## src/hw/rtl/chained_hash_table_engine_unit_macros.svh

```systemverilog
// ---------------------------------------------------------------------------
// Assertion macros for the chained hash table engine
// Concurrent checks that are compiled out of synthesis builds.
// ---------------------------------------------------------------------------
`ifndef CHAINED_HASH_TABLE_ENGINE_UNIT_MACROS_SVH
`define CHAINED_HASH_TABLE_ENGINE_UNIT_MACROS_SVH
`ifndef SYNTHESIS
`define CHTE_ASSERT_SAME(label, clk, rst, ante, cons) \
   label: assert property (@(posedge clk) disable iff (rst) (ante) |-> (cons)) \
      else $error("assertion failed");
`define CHTE_ASSERT_NEXT(label, clk, rst, ante, cons) \
   label: assert property (@(posedge clk) disable iff (rst) (ante) |=> (cons)) \
      else $error("assertion failed");
`else
`define CHTE_ASSERT_SAME(label, clk, rst, ante, cons)
`define CHTE_ASSERT_NEXT(label, clk, rst, ante, cons)
`endif
`endif

```

## src/hw/rtl/chte_ram.sv

```systemverilog
// ---------------------------------------------------------------------------
// chte_ram
// Simple dual-port RAM, one write and one registered read per cycle.
// ---------------------------------------------------------------------------
module chte_ram #(
   parameter int WIDTH = 8,
   parameter int DEPTH = 16
) (
   input  logic                     clock,
   input  logic                     wr_en,
   input  logic [$clog2(DEPTH)-1:0] wr_addr,
   input  logic [WIDTH-1:0]         wr_data,
   input  logic [$clog2(DEPTH)-1:0] rd_addr,
   output logic [WIDTH-1:0]         rd_data
);
   logic [WIDTH-1:0] mem [DEPTH];

   always_ff @(posedge clock) begin
      if (wr_en) begin
         mem[wr_addr] <= wr_data;
      end
   end

   always_ff @(posedge clock) begin
      rd_data <= mem[rd_addr];
   end
endmodule

```

## config.mk

```make
export PLATFORM = sky130hd
export DESIGN_NAME = chte_ram
export DESIGN_NICKNAME = d
export VERILOG_FILES = /design/src/hw/rtl/chained_hash_table_engine_unit_macros.svh /design/src/hw/rtl/chte_ram.sv
export SDC_FILE = /design/constraint.sdc
export NUM_CORES = 1
export LEC_CHECK = 0
export BUFFER_PORTS_ARGS = -buffer_cell sky130_fd_sc_hd__buf_2
export CAP_MARGIN = 0
export CORE_MARGIN = 4
export CORE_UTILIZATION = 32
export CTS_CLUSTER_DIAMETER = 50
export DETAILED_ROUTE_END_ITERATION = 12
export GPL_ROUTABILITY_DRIVEN = 1
export PLACE_DENSITY = 0.51
export SYNTH_ARGS = -nofsm -noshare
export SYNTH_HDL_FRONTEND = slang
export SYNTH_SLANG_ARGS = --single-unit
```

## constraint.sdc

```tcl
create_clock -name clock -period 1.7 [get_ports clock]
set_input_delay 0.17 -clock clock [delete_from_list [all_inputs] [get_ports clock]]
set_output_delay 0.17 -clock clock [all_outputs]
set_load 0.03 [all_outputs]
```

# == Word-level counts from Yosys, hierarchy flattened ==
# Memories as Yosys holds them, arrays and structs flattened. A register that Yosys moved wholly into a read port is not among the register bits.
# Index checks and enable logic that the tools add are counted.
# op_classes
mux,2
# op_table
cell,count
two-way mux 1 bit,2
# word_totals
ff_bits,0
ram_bits,128
wordCells,3
memories,1
# mem_list
name,depth,word_bits,rd,rd_ports_with_merged_regs,wr,line,source
mem,16,8,1,1,1,chte_ram.sv:16,logic [WIDTH-1:0] mem [DEPTH];

# == Depth between registers and ports, before layout ==
# logic_depth
ltp_word,2
ltp_mapped,5
depth_no_buf,3

# == Worst setup path before layout ==
# OpenSTA, ideal clock, no wires.
# synth_timing
kind,input-to-reg
startpoint,in wr_addr[2]
endpoint,mem mem[0][0] (enable)
setup_time_ns,0.383
arrival_time_ns,1.280
required_ns,1.317
path_slack_ns,0.037
path_stages,2
path_buffers,0
cell_sequence,or3b_2 > nor3_1
# synth_lines
element,line,source
start: declaration,chte_ram.sv:11,"input logic [$clog2(DEPTH)-1:0] wr_addr,"
end: declaration,chte_ram.sv:16,
# No word-level cell before the write port.

==> results.toml <==
[placed_design]
numPortBuffers = 25
dp_hpwl_um = 6480
gp_congestion = 0.6861
place_inst = 481

[hold_path]
holdPathStages = 1
min_from = "wr_data[0]"
worstHoldPathType = "in -> reg"

[critical_path]
crit_buf_inv = 0
crit_arrival_ns = 1.63
endpoint_kind = "register"
path_class = "reg -> reg"
cpPeakStageDelay_ns = 0.49
crit_start = "mem[0][0]$_DFFE_PP_"
crit_required_ns = 2.00
r2r-start = "mem[0][0]$_DFFE_PP_"
worst-r2r-cell-count = 3
cp_max_fo = 1
cp_slowest_cell = "mux4_1"
cp-start-kind = "register"
timing.critical_path.cells = "mux4_1 > a22oi_1 > nand2_1"
crit_family = "multiplexers"
cp_num_cells = 3

[synth]
synth_top_area_share_pct = 74.67
yosysMostFrequentCell = "edfxtp_1"
syn_avg_cell_area_um2 = 22.48
synthCells = 229
async_flop_share_pct = 0
yosysSeqAreaShare_pct = 77.78
synth_area_leaders = "edfxtp_1, mux4_2, mux4_1, dfxtp_1, a22oi_1"
ys.warnings.count = 0
synth_nets = 247
synth-seq-cells = 136
ys_top_cells_by_count = "edfxtp_1, mux4_2, a22oi_1"
synth_top_cell_by_area = "edfxtp_1"
synth_cell_type_count = 19
ys.flop_type = "edfxtp_1"
netlist_area_um2 = 5147
synth-edff-count = 128

[floorplan]
initial_core_util_pct = 32.52
ioPinCount = 26
chipHeight_um = 134.8
coreArea_um2 = 15830
row_count = 46
dieArea_um2 = 18180
die_w_um = 134.8

[timing]
tns_ns = 0
finalSetupViolations = 0
hold_slack_ns = 0.1440
fin_crit_sh_pct = 78.22
worst_clock_skew_ns = 0.01117
min_period_ns = 1.330
slew_violations = 0
tightest_slew_ns = 0.9095
hold_viol = 0
relSlewSlack_pct = 39.24
fmax_mhz = 752.0
rsz0062_at_grt = "false"

[power]
seq_power_share_pct = 47.7
intPower_mw = 6.350
netSwitchingFraction_pct = 19.77
power.density_nw_per_um2 = 1261
combPwrFrac_pct = 5.0
p_clk_share_pct = 47.4
finalPower_mw = 7.915
leakagePower_nw = 2.102
vdd_drop_max_mv = 0.7268
switchingPower_mw = 1.565

[global_routing]
grt_max_degree = 33
grt_pass1_vias = 2464
grt_overflow_total = 0
grt_antenna_before_repair = 1
grt_first_pass_wirelength_um = 15270
grt.total_usage_pct = 12.01

[clocking]
postCtsSetupBuffers = 0
cts_sinks = 136
cts_buffers = 17
clk_pin_slew_ns = 0.06
postCtsResizedCells = 0
clk_latency_ns = 0.41
cts_max_level = 4
cts_tree = "built"
clock_tree.root_cell = "clkbuf_16"
clock_path_buffers = 2
hold_buffers = 0

[cells_and_area]
fin_util_pct = 39.65
fin_cells = 513
diodes = 0
nets = 302
layout-drive-gt1-share_pct = 31.65
syn2layout_area_growth_pct = 21.93

[flow_run]
maxCapViolCount = 0

[route]
drtIter0Drc = 192
routed_wl_um = 9928
vias_per_cell = 4.680
drcViolationCount = 0
postRouteAntennaNets = 0
dr.pass1.iters = 4
vias = 2401
route.detailed.wl_per_inst_um = 19.35

[run_status]
status = "finished, final reports clean"
==> cells by family after synthesis <==
kind of cell	share of synthesized area, %
muxes	15.02
buffers and inverters	1.677
and+or+nand+nor	3.184
DFF	77.78
AOI/OAI and AO/OA	2.334
==> area by class of cell <==
class,count,area [um2]
fillers,1403,9552
flip-flops and latches,136,4004
multi-input cells,83,1057
clock buffers,19,432.9
repair buffers,46,332.8
well taps,216,270.3
clock inverters,13,178.9
==> placed cells by master (no fill, tap or decap), types with 2 or more instances in the layout <==
master / n
nand2b_1: 2
nand2_1: 9
nor2_1: 13
buf_4: 17
buf_12: 4
clkbuf_16: 17
mux4_1: 14
buf_2: 25
nand3b_1: 2
clkinv_2: 2
bufinv_16: 4
clkbuf_1: 2
a22oi_1: 16
edfxtp_1: 128
mux4_2: 18
dfxtp_1: 8
nor3_1: 4
clkinvlp_4: 6
==> state kept, by name (all words and copies together) (netlist names) <==
register	flops
rd_data	8
mem	128
==> worst paths after layout <==
check	endpoint	slack [ns]
max	rd_data[0]$_DFF_P_	0.37
min	mem[12][0]$_DFFE_PP_	0.14
max reg2reg	rd_data[0]$_DFF_P_	0.37
min reg2reg	rd_data[0]$_DFF_P_	0.68
==> power groups by stage <==
stage | registers [mW] | clock network (mW) | logic, mW
2_1_floorplan | 3.88 | 0 | 0.190
3_3_place_gp | 3.84 | 0 | 0.398
3_5_place_dp | 3.85 | 0 | 0.404
4_1_cts | 3.78 | 3.83 | 0.404
5_1_grt | 3.78 | 4.00 | 0.431
6_report | 3.77 | 3.75 | 0.393
==> metal layers <==
layer  up-vias  share of wire [%]  global-route usage [%]
li1       1084                  -                       -
met1      1233                 44                   16.91
met2        69                 48                   17.82
met3        13                7.1                   3.502
met4         2               0.98                   4.412
met5         -               0.13                       0
==> metrics by stage <==
stage | setup WS (ns) | instance area (um2)
floorplan | 0.03713 | 5147
global placement | 0.09578 | 5664
detailed placement | 0.07978 | 5664
CTS | 0.3082 | 6276
global route | 0.2665 | 6276
finish | 0.3703 | 6276
Power figures use the tool's default switching activity.
