**src/hw/rtl/chained_hash_table_engine_unit_macros.svh**
```systemverilog
// ---------------------------------------------------------------------------
// Assertion macros for the chained hash table engine
// Concurrent checks that are compiled out of synthesis builds.
// ---------------------------------------------------------------------------
`ifndef CHAINED_HASH_TABLE_ENGINE_UNIT_MACROS_SVH
`define CHAINED_HASH_TABLE_ENGINE_UNIT_MACROS_SVH
`ifndef SYNTHESIS
`define CHTE_ASSERT_SAME(label, clk, rst, ante, cons) \
   label: assert property (@(posedge clk) disable iff (rst) (ante) |-> (cons)) \
      else $error("assertion failed");
`define CHTE_ASSERT_NEXT(label, clk, rst, ante, cons) \
   label: assert property (@(posedge clk) disable iff (rst) (ante) |=> (cons)) \
      else $error("assertion failed");
`else
`define CHTE_ASSERT_SAME(label, clk, rst, ante, cons)
`define CHTE_ASSERT_NEXT(label, clk, rst, ante, cons)
`endif
`endif

```
**src/hw/rtl/chte_pkg.sv**
```systemverilog
// ---------------------------------------------------------------------------
// chte_pkg
// Types, constants and hash helpers of the chained hash table engine.
// ---------------------------------------------------------------------------
package chte_pkg;

   localparam int BUCKETS      = 1024;
   localparam int POOL_ENTRIES = 1024;
   localparam int ENTRIES      = BUCKETS + POOL_ENTRIES;
   localparam int KEY_BYTES    = 8;
   localparam int BUCKET_W     = 10;
   localparam int POOL_W       = 10;
   localparam int ENTRY_W      = 11;
   localparam int LINK_W       = 12;
   localparam int TOP_W        = 11;
   localparam int STEP_W       = 11;
   localparam int BC_W         = 11;
   localparam logic [LINK_W-1:0] NULL_LINK = LINK_W'(ENTRIES);

   typedef enum logic [1:0] {
      OP_SEARCH = 2'd0,
      OP_INSERT = 2'd1,
      OP_DELETE = 2'd2,
      OP_SPARE  = 2'd3
   } op_type;

   typedef enum logic [2:0] {
      ST_SUCCESS   = 3'd0,
      ST_EMPTY_KEY = 3'd1,
      ST_EXISTS    = 3'd2,
      ST_NOT_FOUND = 3'd3,
      ST_POOL_FULL = 3'd4,
      ST_BAD_TYPE  = 3'd5
   } status_type;

   localparam logic [2:0] TYPE_INVALID = 3'd7;

   typedef struct packed {
      logic [2:0]  vtype;
      logic [3:0]  len;
      logic [63:0] value;
      logic [63:0] key;
   } entry_type;

   typedef enum logic [3:0] {
      FSM_CLEAR,
      FSM_IDLE,
      FSM_HASH,
      FSM_WALK_RD,
      FSM_WALK_CMP,
      FSM_DECIDE,
      FSM_POP,
      FSM_INS_POOL,
      FSM_INS_LINK,
      FSM_DEL_POOL,
      FSM_DEL_NULL,
      FSM_DONE
   } fsm_type;

   typedef enum logic [1:0] {
      HP_IDLE,
      HP_MIX,
      HP_FINAL,
      HP_DIV
   } hash_phase_type;

   typedef struct packed {
      logic        start;
      logic [63:0] key;
      logic [3:0]  len;
   } hash_req_type;

   typedef struct packed {
      logic                done;
      logic [BUCKET_W-1:0] bucket;
   } hash_rsp_type;

   function automatic logic [31:0] hash_mix(input logic [31:0] h, input logic [7:0] b);
      logic [31:0] t;
      t = h + {24'd0, b};
      t = t + (t << 10);
      return t ^ (t >> 6);
   endfunction

   function automatic logic [30:0] hash_final(input logic [31:0] h);
      logic [31:0] t;
      t = h + (h << 3);
      t = t ^ (t >> 11);
      t = t + (t << 15);
      return t[30:0];
   endfunction

endpackage

```
**src/hw/rtl/chte_hash_unit.sv**
```systemverilog
// ---------------------------------------------------------------------------
// chte_hash_unit
// One-at-a-time hash, one key byte per cycle, then a bit-serial remainder.
// ---------------------------------------------------------------------------
module chte_hash_unit (
   input  logic                          clock,
   input  logic                          reset,
   input  chte_pkg::hash_req_type        hreq,
   input  logic [chte_pkg::BC_W-1:0]     bucket_count,
   output chte_pkg::hash_rsp_type        hrsp
);
   import chte_pkg::*;

   hash_phase_type phase_ff, phase_in;
   logic [63:0]    key_ff, key_in;
   logic [3:0]     left_ff, left_in;
   logic [31:0]    h_ff, h_in;
   logic [4:0]     bit_ff, bit_in;
   logic [BC_W:0]  rem_ff, rem_in;
   logic           done_ff, done_in;
   logic [BC_W:0]  trial;

   always_comb begin
      phase_in = phase_ff;
      key_in   = key_ff;
      left_in  = left_ff;
      h_in     = h_ff;
      bit_in   = bit_ff;
      rem_in   = rem_ff;
      done_in  = 1'b0;
      trial    = {rem_ff[BC_W-1:0], h_ff[bit_ff]};
      case (phase_ff)
         HP_IDLE: begin
            if (hreq.start) begin
               key_in   = hreq.key;
               left_in  = hreq.len;
               h_in     = '0;
               phase_in = (hreq.len == 4'd0) ? HP_FINAL : HP_MIX;
            end
         end
         HP_MIX: begin
            h_in    = hash_mix(h_ff, key_ff[7:0]);
            key_in  = key_ff >> 8;
            left_in = left_ff - 4'd1;
            if (left_ff == 4'd1) begin
               phase_in = HP_FINAL;
            end
         end
         HP_FINAL: begin
            h_in     = {1'b0, hash_final(h_ff)};
            bit_in   = 5'd30;
            rem_in   = '0;
            phase_in = HP_DIV;
         end
         HP_DIV: begin
            // Restoring remainder: the partial value always stays below twice the divisor.
            if (trial >= {1'b0, bucket_count}) begin
               rem_in = trial - {1'b0, bucket_count};
            end else begin
               rem_in = trial;
            end
            bit_in = bit_ff - 5'd1;
            if (bit_ff == 5'd0) begin
               done_in  = 1'b1;
               phase_in = HP_IDLE;
            end
         end
         default: phase_in = HP_IDLE;
      endcase
   end

   always_ff @(posedge clock) begin
      if (reset) begin
         phase_ff <= HP_IDLE;
         done_ff  <= 1'b0;
      end else begin
         phase_ff <= phase_in;
         done_ff  <= done_in;
      end
      key_ff  <= key_in;
      left_ff <= left_in;
      h_ff    <= h_in;
      bit_ff  <= bit_in;
      rem_ff  <= rem_in;
   end

   assign hrsp.done   = done_ff;
   assign hrsp.bucket = rem_ff[BUCKET_W-1:0];
endmodule

```
**config.mk**
```make
export PLATFORM = sky130hd
export DESIGN_NAME = chte_hash_unit
export DESIGN_NICKNAME = d
export VERILOG_FILES = /design/src/hw/rtl/chained_hash_table_engine_unit_macros.svh /design/src/hw/rtl/chte_pkg.sv /design/src/hw/rtl/chte_hash_unit.sv
export SDC_FILE = /design/constraint.sdc
export NUM_CORES = 1
export LEC_CHECK = 0
export ABC_CLOCK_PERIOD_IN_PS = 8090
export BUFFER_PORTS_ARGS = -buffer_cell sky130_fd_sc_hd__buf_2
export CAP_MARGIN = 20
export CORE_UTILIZATION = 30
export CTS_BUF_LIST = sky130_fd_sc_hd__clkbuf_4 sky130_fd_sc_hd__clkbuf_8
export CTS_CLUSTER_SIZE = 16
export DETAILED_ROUTE_END_ITERATION = 16
export HOLD_SLACK_MARGIN = 0.15
export PLACE_DENSITY = 0.49
export SYNTH_ARGS = -nofsm -noshare
export SYNTH_HDL_FRONTEND = slang
export SYNTH_SLANG_ARGS = --single-unit
```
**constraint.sdc**
```tcl
create_clock -name clock -period 8.09 [get_ports clock]
set_input_delay 2.0225 -clock clock [delete_from_list [all_inputs] [get_ports clock]]
set_output_delay 2.0225 -clock clock [all_outputs]
set_load 0.005 [all_outputs]
```
### After elaboration in Yosys (flattened, before gate mapping)

Cells that the tools add are included.

* $add $sub $neg: 7
* multiply operators: 0
* div/mod/pow operators: 0
* $lt $le $gt $ge: 2
* equality and inequality tests: 7
* shifts and indexed selects: 0
* muxes and demuxes: 17
* bitwise logic cells: 3
* reductions and logical operators: 10

Operators by type and width (count)
* 64-bit case mux with 2 select lines: 1
* 32-bit case mux with 3 select lines: 1
* 32-bit adder: 2
* 64-bit 2-to-1 mux: 1
* 32-bit by 8-bit adder with 32-bit output: 1
* 32-bit 2-to-1 mux: 1
* 32-bit by 26-bit XOR with 32-bit output: 1
* 31-bit adder: 1
* 31-bit by 21-bit XOR with 31-bit output: 1
* 11-bit case mux with 2 select lines: 1
* 12-bit by 11-bit greater-or-equal comparator with 1-bit output: 1
* 11-bit 2-to-1 mux: 1
* 11-bit subtractor: 1
* 5-bit case mux with 2 select lines: 1
* 2-bit 2-to-1 mux: 4
* 2-bit case mux with 4 select lines: 1
* 4-bit case mux with 2 select lines: 1
* 5-bit by 6-bit less-than comparator with 1-bit output (second input constant): 1
* 2-bit != test (second input constant): 3
* 1-bit binary-select mux with 5-bit select: 1
* 5-bit zero test: 1
* 5-bit by 1-bit subtractor with 5-bit output (second input constant): 1
* 2-bit equality test (second input constant): 2
* 4-bit by 1-bit equality test with 1-bit output (second input constant): 1
* 12 further kinds: 15

* flip-flop bits (word level): 119
* bits in latches: 0
* memory bits (writable): 0
* bits in read-only memories: 0
* input port bits: 82
* output and inout port bits: 11
* logic and storage cells: 53
* memories: 0

### Longest topological paths before layout

* depth in word-level cells: 5
* mapped depth: 28
* mapped depth without buffers: 28

### Least setup slack after synthesis

Ideal clock, no wire load.

* kind: register to register
* start point: register phase_ff[1]
* end point: register key_ff[0] (enable)
* setup time: 0.588 ns
* arrival: 5.726 ns
* data required time: 7.502 ns
* slack: 1.776 ns
* stages on the path, launching flop included: 6
* buffers on the path: 1
* period minus slack after synthesis: 6.314 ns
* cells stage by stage: dfxtp_1 -> inv_1 -> ha_1 -> clkbuf_1 -> inv_1 -> o21ai_0

* word-level cells in the longest chain between the ends: 3
* elaborated cells between the ends (all ways): 5
* those cells by class: eq/ne: 2; reduce/logical: 3

RTL lines
* start, declared: line chte_hash_unit.sv:14 `hash_phase_type phase_ff, phase_in;`
* start signal, assigned: line chte_hash_unit.sv:77 `phase_ff <= phase_in;`
* 2-bit by 1-bit equality test with 1-bit output or 2-bit zero test (tied branches): line chte_hash_unit.sv:32 `case (phase_ff)`
* 2-bit nonzero test (no line) or 2-bit != test (tied branches)
* 2-bit AND reduction (no line) (*)
* end signal, assigned: line chte_hash_unit.sv:80 `key_ff <= key_in;`
* end, declared: line chte_hash_unit.sv:15 `logic [63:0] key_ff, key_in;`

Mark *: on every way between the ends. The rest lies on a longest branch, timed or not.
A chain may end at the register's enable or synchronous reset.

### Worst setup path in the final report

* start point: register h_ff[0]
* end point: register h_ff[30] (data pin)

* word-level cells in the longest chain between the ends: 4
* elaborated cells between the ends (all ways): 7
* those cells by class: add/sub: 4; mux: 1; bitwise: 2

RTL lines
* start, declared: line chte_hash_unit.sv:17 `logic [31:0] h_ff, h_in;`
* start signal, assigned: line chte_hash_unit.sv:82 `h_ff <= h_in;`
* 32-bit by 8-bit adder with 32-bit output or 32-bit adder (tied branches): line chte_pkg.sv:80, chte_pkg.sv:87
* 32-bit adder or 31-bit by 21-bit XOR with 31-bit output (tied branches): line chte_pkg.sv:81, chte_pkg.sv:88
* 32-bit by 26-bit XOR with 32-bit output or 31-bit adder (tied branches): line chte_pkg.sv:82, chte_pkg.sv:89
* 32-bit case mux with 3 select lines (*): line chte_hash_unit.sv:32
* named net h_in[30]: line chte_hash_unit.sv:17

Mark *: on every way through the listed nets, which the timed path passes. The rest lies on a longest branch.

==> out/qor.csv <==
metric,value,unit
placed_area,11110,um^2
crit_buf_inv,1,
critical-path-slowest-cell,edfxtp_1,
drc,0,
grt_pass1_wl,43950,um
fin_skew,0.02288,ns
cts_max_level,4,
worst_r2r_startpoint,h_ff[0]$_DFFE_PP_,
max_cap_violations,0,
utilization,0.3428,
rr_worst_depth,28,
start_util,0.3054,
wl_per_cell,17.89,um
cts.clk_slew.worst_paths,0.09,ns
gr-usage-all-layers,0.1607,
filler_cell_count,3508,
fin_setup_tns,0,ns
nets,1271,
cts_sinks,119,
ctsHoldBuffers,0,
startpoint_type,flip-flop,
cts-root-buf,clkbuf_8,
core.rowCount,67,
min_from,key_ff[51]$_DFFE_PP_,
grt-ovfl-total,0,
grt_max_degree,73,
worstHoldPathType,reg -> reg,
gp_congestion,0.9307,
yosysSeqAreaShare,0.3460,
path_common_cell,o21ai_0,
drive_gt1_frac,0.1998,
synth-seq-cells,119,
viasPerCell,5.033,
die_h,186.8,um
endpoint_kind,flip-flop,
r2r_setup_slack,1.66,ns
slew_violations,0,
async_flop_share,0,
die-area,34880,um^2
cp.arrival,6.60,ns
io_pins,93,
slew_headroom,0.3718,
synth_ff_type,edfxtp_1,
slowest_delay,0.44,ns
place_hpwl,21790,um
die_x,186.8,um
post_cts_buffers,0,
clk_latency,0.44,ns
cts_tree,yes,
port_buffers,92,
rsz0062_at_grt,no,
timing.final.crit_share,0.7951,
final_cells,1561,
min_path_cells,1,
final_common_cell,edfxtp_1,
ys_types,80,
required,8.25,ns
fp.coreArea,33530,um^2
critPathKind,reg -> reg,
design_area,11490,um^2
grt_pass1_vias,7942,
syn2layout_area_growth,12.22,%
synth_warnings,0,
drt-initial-drc-count,416,
synth_nets,1193,
placed_cells,1527,
tightest_slew,0.9423,ns
synth-edff-count,116,
synthesis.instances,1020,
synth.cell_area,10240,um^2
holdPathEnd,key_ff[43]$_DFFE_PP_,
cts_made_buffers,17,
routed_wl,27920,um
clockBufferDepth,2,
fmaxAchievable,155.5,MHz
num_vias,7857,
post_cts_resized,0,
syn_area_per_cell,10.04,um^2
worst_r2r_endpoint,h_ff[30]$_DFFE_PP_,
setup-violations-final,0,
grt_antenna_before_repair,1,
cp_max_fo,4,
drt_first_pass_iters,5,
fin_crit,6.432,ns
status,"finished, final reports clean",
final_cell_mix,"edfxtp_1 (116), buf_2 (92), xnor2_1 (90)",
hold_viol,0,
crit_family,compound AO/OA/AOI/OAI gates,
drtAntennaViolNets,0,
## cells by family after synthesis
logic type                 synth area share
and+or+nand+nor                      0.1292
AOI/OAI and AO/OA                    0.1516
buffers and inverters               0.03836
muxes                               0.09052
DFF                                  0.3460
adders and majority gates            0.1178
xor gates and xnor gates             0.1266
## Yosys cell counts (all sizes together), types with 4 or more instances
library cell,n,share of area
edfxtp,116,0.34
xnor2,90,0.077
ha,86,0.11
nand2,66,0.024
o21ai,65,0.032
mux2,61,0.067
nor2,60,0.022
inv,51,0.019
xor2,50,0.043
a21oi,47,0.023
nand3,27,0.014
nor2b,27,0.016
clkbuf,20,0.0094
a21o,18,0.013
buf,16,0.010
nor3,16,0.0078
mux2i,15,0.015
and3,14,0.0087
o22ai,14,0.0086
a21boi,11,0.0084
nand4,11,0.0067
nand2b,10,0.0061
o21a,10,0.0073
o21bai,10,0.0073
or2,10,0.0064
and2,8,0.0049
a211oi,7,0.0056
a31oi,7,0.0049
o211ai,7,0.0070
fa,5,0.0098
mux4,4,0.0088
nor4,4,0.0024
o31ai,4,0.0029
or3,4,0.0024
## flip-flops by register name, summed over array words and instances (netlist names)
name,flops
h_ff,32
bit_ff,5
rem_ff,11
phase_ff,2
key_ff,64
done_ff,1
left_ff,4
## area by class of cell
type | count | area, um^2 | share of cell area
flip-flops and latches | 119 | 3543 | 0.3083
clock inverters | 15 | 142.6 | 0.01241
well taps | 448 | 560.5 | 0.04877
multi-input cells | 814 | 6334 | 0.5511
clock buffers | 17 | 234.0 | 0.02036
inverters | 51 | 191.4 | 0.01666
repair buffers | 95 | 483.0 | 0.04202
diodes | 2 | 5.005 | 0.0004354
## stage by stage
step,hold WS (ns),setup WS (ns)
final,0.5441,1.658
after global routing,0.5543,0.9582
after CTS,0.5403,1.704
after detailed placement,0.5314,1.733
after global placement,0.5262,1.793
after floorplan,0.4742,1.776
## worst max-delay path by stage
| stage | start | endpoint | cells past startpoint |
|---|---|---|---|
| 2_1_floorplan | phase_ff[1]$_SDFFE_PP0P_ | key_ff[0]$_DFFE_PP_ | 5 |
| 3_3_place_gp | h_ff[0]$_DFFE_PP_ | h_ff[30]$_DFFE_PP_ | 28 |
| 3_5_place_dp | h_ff[0]$_DFFE_PP_ | h_ff[30]$_DFFE_PP_ | 28 |
| 4_1_cts | h_ff[0]$_DFFE_PP_ | h_ff[30]$_DFFE_PP_ | 28 |
| 5_1_grt | h_ff[0]$_DFFE_PP_ | h_ff[30]$_DFFE_PP_ | 28 |
| 6_report | h_ff[0]$_DFFE_PP_ | h_ff[30]$_DFFE_PP_ | 28 |
## per-layer routing
layer / part of all wire / wire (um) / track usage / vias to the layer above
met5: 0.00068 / 19 / 0 / -
li1: - / - / - / 3908
met2: 0.46 / 12900 / 0.2621 / 165
met3: 0.037 / 1022 / 0.02821 / 26
met1: 0.48 / 13400 / 0.2146 / 3756
met4: 0.021 / 579 / 0.05233 / 2
Power is left out: the tool's default activity adds up to more than one toggle a clock period on the data nets, which glitch-free logic cannot reach.
